`src/rtl/symintm_pkg.sv`:
```
package symintm_pkg;

  // Table geometry.
  localparam int TABLE_DEPTH = 128;
  localparam int TBL_AW      = (TABLE_DEPTH > 1) ? $clog2(TABLE_DEPTH) : 1;
  localparam int CNT_W       = $clog2(TABLE_DEPTH + 1);

  // Field widths.
  localparam int SYM_W  = 29;
  localparam int MODS_W = 8;
  localparam int OPC_W  = 7;
  localparam int IDX_W  = 7;
  localparam int LVL_W  = 8;
  localparam int CFG_W  = 8;

  // Stream and register port widths.
  localparam int S_TDATA_W = 72;
  localparam int M_TDATA_W = 16;
  localparam int RES_W     = 1 + IDX_W + 1;
  localparam int PADDR_W   = 3;
  localparam int PDATA_W   = 32;

  // Word index of the scan length register (paddr without the byte offset).
  localparam logic [PADDR_W-3:0] REG_ENTRIES_IN_USE = '0;

  typedef enum logic {
    OPER_WRITE  = 1'b0,
    OPER_LOOKUP = 1'b1
  } oper_e;

  // Stored match operation; every code the table cannot use folds into OP_NEVER.
  typedef enum logic [2:0] {
    OP_NONE_OF     = 3'd0,
    OP_ANY_OR_NONE = 3'd1,
    OP_ANY_OF      = 3'd2,
    OP_ALL_OF      = 3'd3,
    OP_EXACTLY     = 3'd4,
    OP_NEVER       = 3'd7
  } match_op_e;

  typedef struct packed {
    logic                  level_one_only;
    match_op_e             op;
    logic [MODS_W-1:0]     mods;
    logic [SYM_W-1:0]      symbol;
  } entry_t;

  typedef enum logic [1:0] {
    ST_IDLE = 2'd0,
    ST_SCAN = 2'd1,
    ST_DONE = 2'd2
  } ctrl_state_e;

  typedef struct packed {
    logic start;
    logic scan;
    logic load;
  } ctrl_cmd_t;

  typedef struct packed {
    logic is_lookup;
    logic scan_done;
    logic out_room;
  } dp_status_t;

endpackage

```
`src/rtl/symintm_ctrl.sv`:
```
module symintm_ctrl
  import symintm_pkg::*;
(
  input  logic       clk_i,
  input  logic       rst_ni,
  input  logic       s_axis_tvalid_i,
  output logic       s_axis_tready_o,
  input  dp_status_t status_i,
  output ctrl_cmd_t  cmd_o
);

  ctrl_state_e state_q, state_d;

  always_ff @(posedge clk_i or negedge rst_ni) begin
    if (!rst_ni) begin
      state_q <= ST_IDLE;
    end else begin
      state_q <= state_d;
    end
  end

  always_comb begin
    state_d         = state_q;
    cmd_o           = '0;
    s_axis_tready_o = 1'b0;
    case (state_q)
      ST_IDLE: begin
        s_axis_tready_o = 1'b1;
        if (s_axis_tvalid_i) begin
          cmd_o.start = 1'b1;
          state_d     = status_i.is_lookup ? ST_SCAN : ST_DONE;
        end
      end
      ST_SCAN: begin
        cmd_o.scan = 1'b1;
        if (status_i.scan_done) begin
          state_d = ST_DONE;
        end
      end
      ST_DONE: begin
        // The result waits here until the output register can take it.
        if (status_i.out_room) begin
          cmd_o.load = 1'b1;
          state_d    = ST_IDLE;
        end
      end
      default: begin
        state_d = ST_IDLE;
      end
    endcase
  end

endmodule

```
`config.mk`:
```
export PLATFORM = sky130hd
export DESIGN_NAME = symintm_ctrl
export DESIGN_NICKNAME = d
export VERILOG_FILES = /design/src/rtl/symintm_pkg.sv /design/src/rtl/symintm_ctrl.sv
export SDC_FILE = /design/constraint.sdc
export NUM_CORES = 1
export LEC_CHECK = 0
export BUFFER_PORTS_ARGS = -buffer_cell sky130_fd_sc_hd__buf_2
export CORE_AREA = 4 4 41 43
export DETAILED_ROUTE_END_ITERATION = 10
export DIE_AREA = 0 0 45 47
export GPL_ROUTABILITY_DRIVEN = 0
export HOLD_SLACK_MARGIN = 0.15
export MAX_ROUTING_LAYER = met4
export PLACE_DENSITY = 0.4
export SETUP_SLACK_MARGIN = 0.4
export SLEW_MARGIN = 20
export SYNTH_ARGS = -nofsm -noshare
export SYNTH_HDL_FRONTEND = slang
export SYNTH_SLANG_ARGS = --single-unit
export TNS_END_PERCENT = 30
```
`constraint.sdc`:
```
create_clock -name clk_i -period 1.05 [get_ports clk_i]
set_input_delay 0.0525 -clock clk_i [delete_from_list [all_inputs] [get_ports clk_i]]
set_output_delay 0.0525 -clock clk_i [all_outputs]
set_load 0.005 [all_outputs]
```
# == Word level (Yosys, flattened, before mapping) ==
# Cells that the tools add are included.
# word_totals
reg_bits,2
output_inout_bits,4
elab_cells,19
# classes
n_eq_ne,5
muxes,11
reduce_logical,2
# ops
operator,n
$mux W2,4
$mux W1,6
$ne A2 B2 Y1 const B,3
$pmux W2 S3,1
$reduce_and A3 Y1,1
$eq A2 B1 Y1 const B,1
$eq A2 B2 Y1 const B,1
$logic_not A2 Y1,1

# == Logic depth before layout (Yosys ltp) ==
# Gate-level depths: netlist of the first run.
# logic_depth
ltp_word,3
mapped_depth,2
depth_no_buf,2

# == Least setup slack after synthesis of the first run ==
# OpenSTA, ideal clock, no wires.
# synth_path
path_type,flip-flop to flip-flop
startpoint,register state_q[0]
endpoint,register state_q[1]
arrival_time_ns,0.894
t_required_ns,0.977
path_slack_ns,0.083
stages_incl_launch_ff,3
path_cell_list,dfrtp_1 -> or3b_1 -> a21oi_2
# synth_via
elab_chain_len,3
elab_cells_between_ends,8
cone_classes,5 x eq/ne; 1 x mux; 2 x reduce/logical
# synth_lines
element,line_no,text
"start, declared",symintm_ctrl.sv:12,"ctrl_state_e state_q, state_d;"
"start signal, assigned",symintm_ctrl.sv:18,state_q <= state_d;
"$eq A2 B1 Y1, or another cell as far along",symintm_ctrl.sv:26,case (state_q)
$ne A2 B2 Y1 (no source line),-,
$reduce_and A3 Y1 (no source line),-,
# Several ways; a longest one is shown, not always the timed one.
# A chain may end at the register's enable or synchronous reset.

==> metrics.txt, run 1 <==
max reg flops=2; largest net degree at the start of global routing=7; # port buffers=9; Antenna Cells=0; final period utilization=106%; depth of the CTS H-tree=1; core box area=between 0.001 and 0.0015 mm2; Initial DRT Pass Iterations=4; chip height=between 40 and 50 um; Hold WC Path Type=primary input to flop; root buffer cell=clkbuf_4; share of post-route cells with drive strength above 1=57.1%; WL/cell=slightly above 9 um; Via Count=152; fill count=about 160; Slew Viols, Final=0; fin cells=between 40 and 50; io pins=10; post-cts hold buffer count=1; Seq/Total Area, Yosys=just under 40%; Power Density=~2200 mW/mm2; CTS clk-pin slew, worst paths=0.03 ns; worst skew pair latency=approximately 0.23 ns; mux share of post-synthesis cell area=0%; sequential standard cell area=50.0 um2; max-cap violation count=0; final hold slack=0.107 ns; skew final=~0.0022 ns; Row Count=13; P_leak=around 0.00012 uW; Antenna Violating Nets Remaining=0; Peak VDD IR=slightly above 0.0004 V; detailed-route DRC error count=0; XOR/XNOR Fraction of Synth Area=0%; CTS tree=yes; worst setup path start=state_q[0]; initial core utilization=9.71%; unrepaired setup endpoints after global routing=true; Multi-input gate area=roughly 76 um2; Compound-Gate Fraction of Synth Area=20.8%; fraction of the mapped netlist area in adder cells=0%; Placed Instances=38; Setup CP Type=flop to output port; initial antenna violation count=0; largest family of logic cells by synthesized area=simple AND/OR/NAND/NOR gates; status=finished, violations left; CP arrival=1.06 ns; via count of the first global-routing pass=between 150 and 200; Die ar.=around 0.0021 mm2; met1 Track Usage GR=just over 4%; Post-Syn Instances=13; Post-Syn Area per Cell=a little under 10 um2; failing checks=negative setup slack; initial drt markers=5; Nets=36; reg2reg start=state_q[0]; Mapped Nets=19; #FFs+latches synth=2; DP Wirelength=approximately 310 um; Worst setup EP type=output port; Die X-Extent=between 40 and 50 um; max frequency=between 800 and 900 MHz; grt peak-use layer=met4; simple-gate area share of the yosys netlist=between 30% and 40%; Setup TNS Final=-0.0938 ns; startpoint types=flop; GRT met2 Usage=about 6.5%; Total Routing Usage GR=around 5%; Routed Wire Length=around 400 um; vias per cell=about 3.5; synthesized area=126 um2; Max-Slew Margin vs Limit=approximately nine tenths; Most flops, register=state_q; worst hold stages=3; Setup Slack @ Placement=0.0907 ns; Regs by FF count=state_q x2; Hold Startpoint=status_i[2]; Final setup viols=2; CTS sink count=2; CTS Buf Count=3; Worst R2R Path Depth=4; Worst R2R End=state_q[1]; Area Overhead vs Synth=91.1%; Worst R2R Setup Slack=0.05 ns; crit path max fanout=5; Longest Clk Path Bufs=2; worst-margin pin slew=around 0.17 ns; Tmin final=around 1.1 ns; unique cell type count in the Yosys netlist=11; CP required=1.00 ns; Final Hold Vio Count=0; yosys warns=0; GRT met3 Usage=under 10%; Hold Path End=state_q[1]; grt ovf=0; final worst setup slack=-0.0637 ns; first-pass GRT wire length=about 600 um
==> how the worst max path moves through the flow <==
stage,end,slack (ns),cells past startpoint
6_report,cmd_o[0],-0.06,3
3_3_place_gp,state_q[1],0.09,2
5_1_grt,cmd_o[0],-0.12,3
2_1_floorplan,state_q[1],0.11,2
4_1_cts,cmd_o[0],-0.07,3
3_5_place_dp,state_q[1],0.09,2
==> kinds of logic (layout without fill, tap and decap cells) <==
family / Yosys count / in the layout
compound gates: 4 / 4
buf+inv: 0 / 15
flops: 2 / 2
simple gates: 7 / 7
==> metrics by stage <==
step	area, um2	util, %	total power, uW
6_report	241	18.6	537
3_3_place_gp	198	15.2	345
2_1_floorplan	126	-	249
3_5_place_dp	198	15.2	347
5_1_grt	241	18.6	591
4_1_cts	241	18.6	553
==> layer usage <==
| metal | vias to the layer above | wire, um |
|---|---|---|
| met4 | 0 | 14 |
| met2 | 12 | 163 |
| met3 | 2 | 58 |
| li1 | 76 | - |
| met1 | 62 | 163 |
| met5 | - | 0 |
==> cells in the final DEF (no fill, tap or decap) <==
master and n:
clkbuf_4 3, buf_4 1, dfrtp_1 2, buf_6 1
dlygate4sd3_1 1, and3b_2 1, or3b_1 1, buf_2 9
nor2b_1 1, nor2_1 1, a21oi_2 1, or2b_1 1
a21oi_1 2, nand3b_1 1, and2_1 1, o21a_1 1
==> power by group <==
group | switching [uW] | total, uW | leakage, uW | internal [uW]
clock | 44.4 | 170 | 0.0000138 | 126
combinational | 85.1 | 220 | 0.0000811 | 135
sequential | 40.1 | 147 | 0.0000253 | 107
==> area by class of cell <==
class,instances,share of cell area (%)
Multi-Input combinational cell,11,31.6
Sequential cell,2,20.7
Tap cell,15,7.77
Clock buffer,3,9.33
Timing Repair Buffer,12,30.6
==> worst max-delay path, stage by stage, from the launching register on <==
cell,delay [ns]
dfrtp_1,0.40
buf_6,0.13
and3b_2,0.20
buf_2,0.10
==> Yosys cell counts, drive strengths merged <==
cell type	instances	area [um2]
a21oi	3	18.8
dfrtp	2	50.1
and2	1	6.26
and3b	1	10.0
nand3b	1	7.51
nor2	1	3.75
nor2b	1	6.26
o21a	1	7.51
or2b	1	7.51
or3b	1	8.76
==> timing repair <==
action / in CTS / in global routing
gates resized for setup: 1 / 0
cloned: 0 / 0
hold endpoints to repair: 4 / 2
pin swaps: 2 / 1
buffers inserted: 1 / 0
setup endpoints to repair: 6 / 6
Note: power is estimated with default switching activity, not from simulation.
==> run 2, diff against run 1 <==
--- a/config.mk
+++ b/config.mk
@@ -5,7 +5,7 @@
 export SDC_FILE = /design/constraint.sdc
 export NUM_CORES = 1
 export LEC_CHECK = 0
-export BUFFER_PORTS_ARGS = -buffer_cell sky130_fd_sc_hd__buf_2
+export BUFFER_PORTS_ARGS = -buffer_cell sky130_fd_sc_hd__buf_4
 export CORE_AREA = 4 4 41 43
 export DETAILED_ROUTE_END_ITERATION = 10
 export DIE_AREA = 0 0 45 47
==> run 2 against run 1 <==
Against the previous run: the flow still finishes with violations (negative setup slack); power increased by 8.0%; combinational power rose by 21%; worst hold slack worse by 0.0087 ns; clock power about the same; sequential power hardly changed; critical path depth stayed put; via count unchanged; cell area increased by 11%; register-to-register slack got worse by 0.10 ns; largest power group unchanged; first-iteration DRC count down 100%; fmax is 0.15% lower; highest routed layer is now met3.
==> metrics.txt, run 2 (same netlist as run 1, synthesis figures left out) <==
depth of the CTS H-tree=1 (unchanged); Psw=173 uW (was 170 uW); detailed-route DRC error count=0 (unchanged); worst skew pair latency=0.22 ns (was 0.23 ns); worst hold stages=3 (unchanged); Most flops, register=state_q (unchanged); max frequency=897 MHz (was 898 MHz); Multi-input gate area=76.3 um2 (unchanged); Setup CP Type=flop to output port (unchanged); Die ar.=0.00212 mm2 (unchanged); Post-Route M1 WL=160 um (was 163 um); Die X-Extent=45 um (unchanged); WL/cell=9.16 um (was 9.30 um); final period utilization=106% (about the same); initial drt markers=0 (was 5); unrepaired setup endpoints after global routing=true (unchanged); share of post-route cells with drive strength above 1=57.1% (unchanged); Antenna Cells=0 (unchanged); max reg flops=2 (unchanged); met2 WL post-DR=169 um (was 163 um); Logic pwr share=45.8% (was 40.9%); CP arrival=1.06 ns (about the same); Power Density=2170 mW/mm2 (was 2220 mW/mm2); first-pass GRT wire length=641 um (was 600 um); CTS Buf Count=3 (unchanged); Finished Cell Area=268 um2 (was 241 um2); Row Count=13 (unchanged); most common cell after layout, fill and taps aside=buf_4 (was buf_2); largest net degree at the start of global routing=7 (unchanged); DP Wirelength=294 um (was 315 um); Total Routing Usage GR=5.22% (was 5.06%); Peak VDD IR=0.000368 V (was 0.000416 V); DR top layer=met3 (was met4); Worst setup EP type=output port (unchanged); fill count=159 (was 161); most frequent cells in the layout=buf_4 (9), clkbuf_4 (3), a21oi_1 (2), buf_6 (2), dfrtp_1 (2) (was buf_2 (9), clkbuf_4 (3), a21oi_1 (2), dfrtp_1 (2)); Initial DRT Pass Iterations=1 (was 4); Final setup viols=3 (was 2); chip height=47 um (unchanged); # port buffers=9 (unchanged); CTS clk-pin slew, worst paths=0.03 ns (about the same); grt ovf=0 (unchanged); Post-DP Area=220 um2 (was 198 um2); startpoint types=flop (unchanged); Nets=36 (unchanged); final worst setup slack=-0.0654 ns (was -0.0637 ns); Final Hold Vio Count=0 (unchanged); Slew Viols, Final=0 (unchanged); skew final=0.00188 ns (was 0.00215 ns); Antenna Violating Nets Remaining=0 (unchanged); Hold WC Path Type=primary input to flop (unchanged); status=finished, violations left (unchanged); max-cap violation count=0 (unchanged); CP required=1.00 ns (about the same); Reg power frac=24.8% (was 27.4%); P_leak=0.000127 uW (was 0.000120 uW); Sw Ratio=29.8% (was 31.6%); Clock power frac=29.4% (was 31.7%); Longest Clk Path Bufs=2 (unchanged); worst-margin pin slew=0.165 ns (was 0.173 ns); via count of the first global-routing pass=165 (was 157); Regs by FF count=state_q x2 (unchanged); vias per cell=3.53 (unchanged); internal power=407 uW (was 368 uW); Tmin final=1.12 ns (was 1.11 ns); Routed Wire Length=394 um (was 400 um); root buffer cell=clkbuf_4 (unchanged); CTS tree=yes (unchanged); Worst R2R Path Depth=3 (was 4); initial antenna violation count=0 (unchanged); core box area=0.00130 mm2 (unchanged); sequential standard cell area=50.0 um2 (unchanged); CTS sink count=2 (unchanged); met3 WL=65 um (was 58 um); crit path max fanout=4 (was 5); initial core utilization=9.71% (unchanged); io pins=10 (unchanged); Via Count=152 (unchanged); Area Overhead vs Synth=112% (was 91.1%); Setup TNS Final=-0.140 ns (was -0.0938 ns); failing checks=negative setup slack (unchanged); Max-Slew Margin vs Limit=89.0% (was 88.4%); post-cts hold buffer count=1 (unchanged)
## run 2: critical path, stage by stage, from the launching register on
cell and delay (ns):
dfrtp_1 0.39, buf_6 0.13, and3b_2 0.23, buf_6 0.09
## run 2: final timing paths
kind | end | slack, ns | startpoint
min in group asynchronous | state_q[0] | 0.16 | rst_ni
worst min register to register | state_q[0] | 0.51 | state_q[1]
worst max register to register | state_q[1] | -0.05 | state_q[0]
max in group asynchronous | state_q[1] | 0.80 | rst_ni
worst max-delay path | cmd_o[0] | -0.07 | state_q[0]
worst min-delay path | state_q[1] | 0.1 | status_i[0]
## run 2: area by class of cell
cell class,count,share of cell area [%]
Timing Repair Buffer,12,37.4
Multi-Input combinational cell,11,28.5
Sequential cell,2,18.7
Clock buffer,3,8.41
Tap cell,15,7.01
## run 2: repair_timing
action | in CTS | in global routing
gates resized for setup | 2 | 0
pin swaps | 1 | 0
endpoints found under the hold margin | 4 | 2
endpoints found under the setup margin | 6 | 6
buffers inserted | 1 | 0
## run 2: layer usage
| metal | vias to the layer above | GRT usage [%] |
|---|---|---|
| met1 | 67 | 4.33 |
| met5 | - | - |
| li1 | 77 | - |
| met2 | 8 | 6.78 |
| met4 | 0 | 5.26 |
| met3 | 0 | 4.60 |
## run 2: power by group through the flow
stage / registers, uW / logic [uW] / clock network, uW
after floorplan: 141 / 109 / 0
after global placement: 146 / 238 / 0
after detailed placement: 145 / 236 / 0
after CTS: 143 / 270 / 184
after global routing: 150 / 293 / 184
final: 144 / 266 / 170
## run 2: metrics by stage
step	hold slack [ns]	setup slack, ns	total power (uW)	std cells	utilization, %
2_1_floorplan	-0.243	0.106	249	13	-
3_3_place_gp	-0.162	0.0816	384	38	16.9
3_5_place_dp	-0.163	0.0825	381	38	16.9
4_1_cts	0.0877	-0.0790	597	43	20.6
5_1_grt	0.105	-0.117	627	43	20.6
6_report	0.0982	-0.0654	580	43	20.6
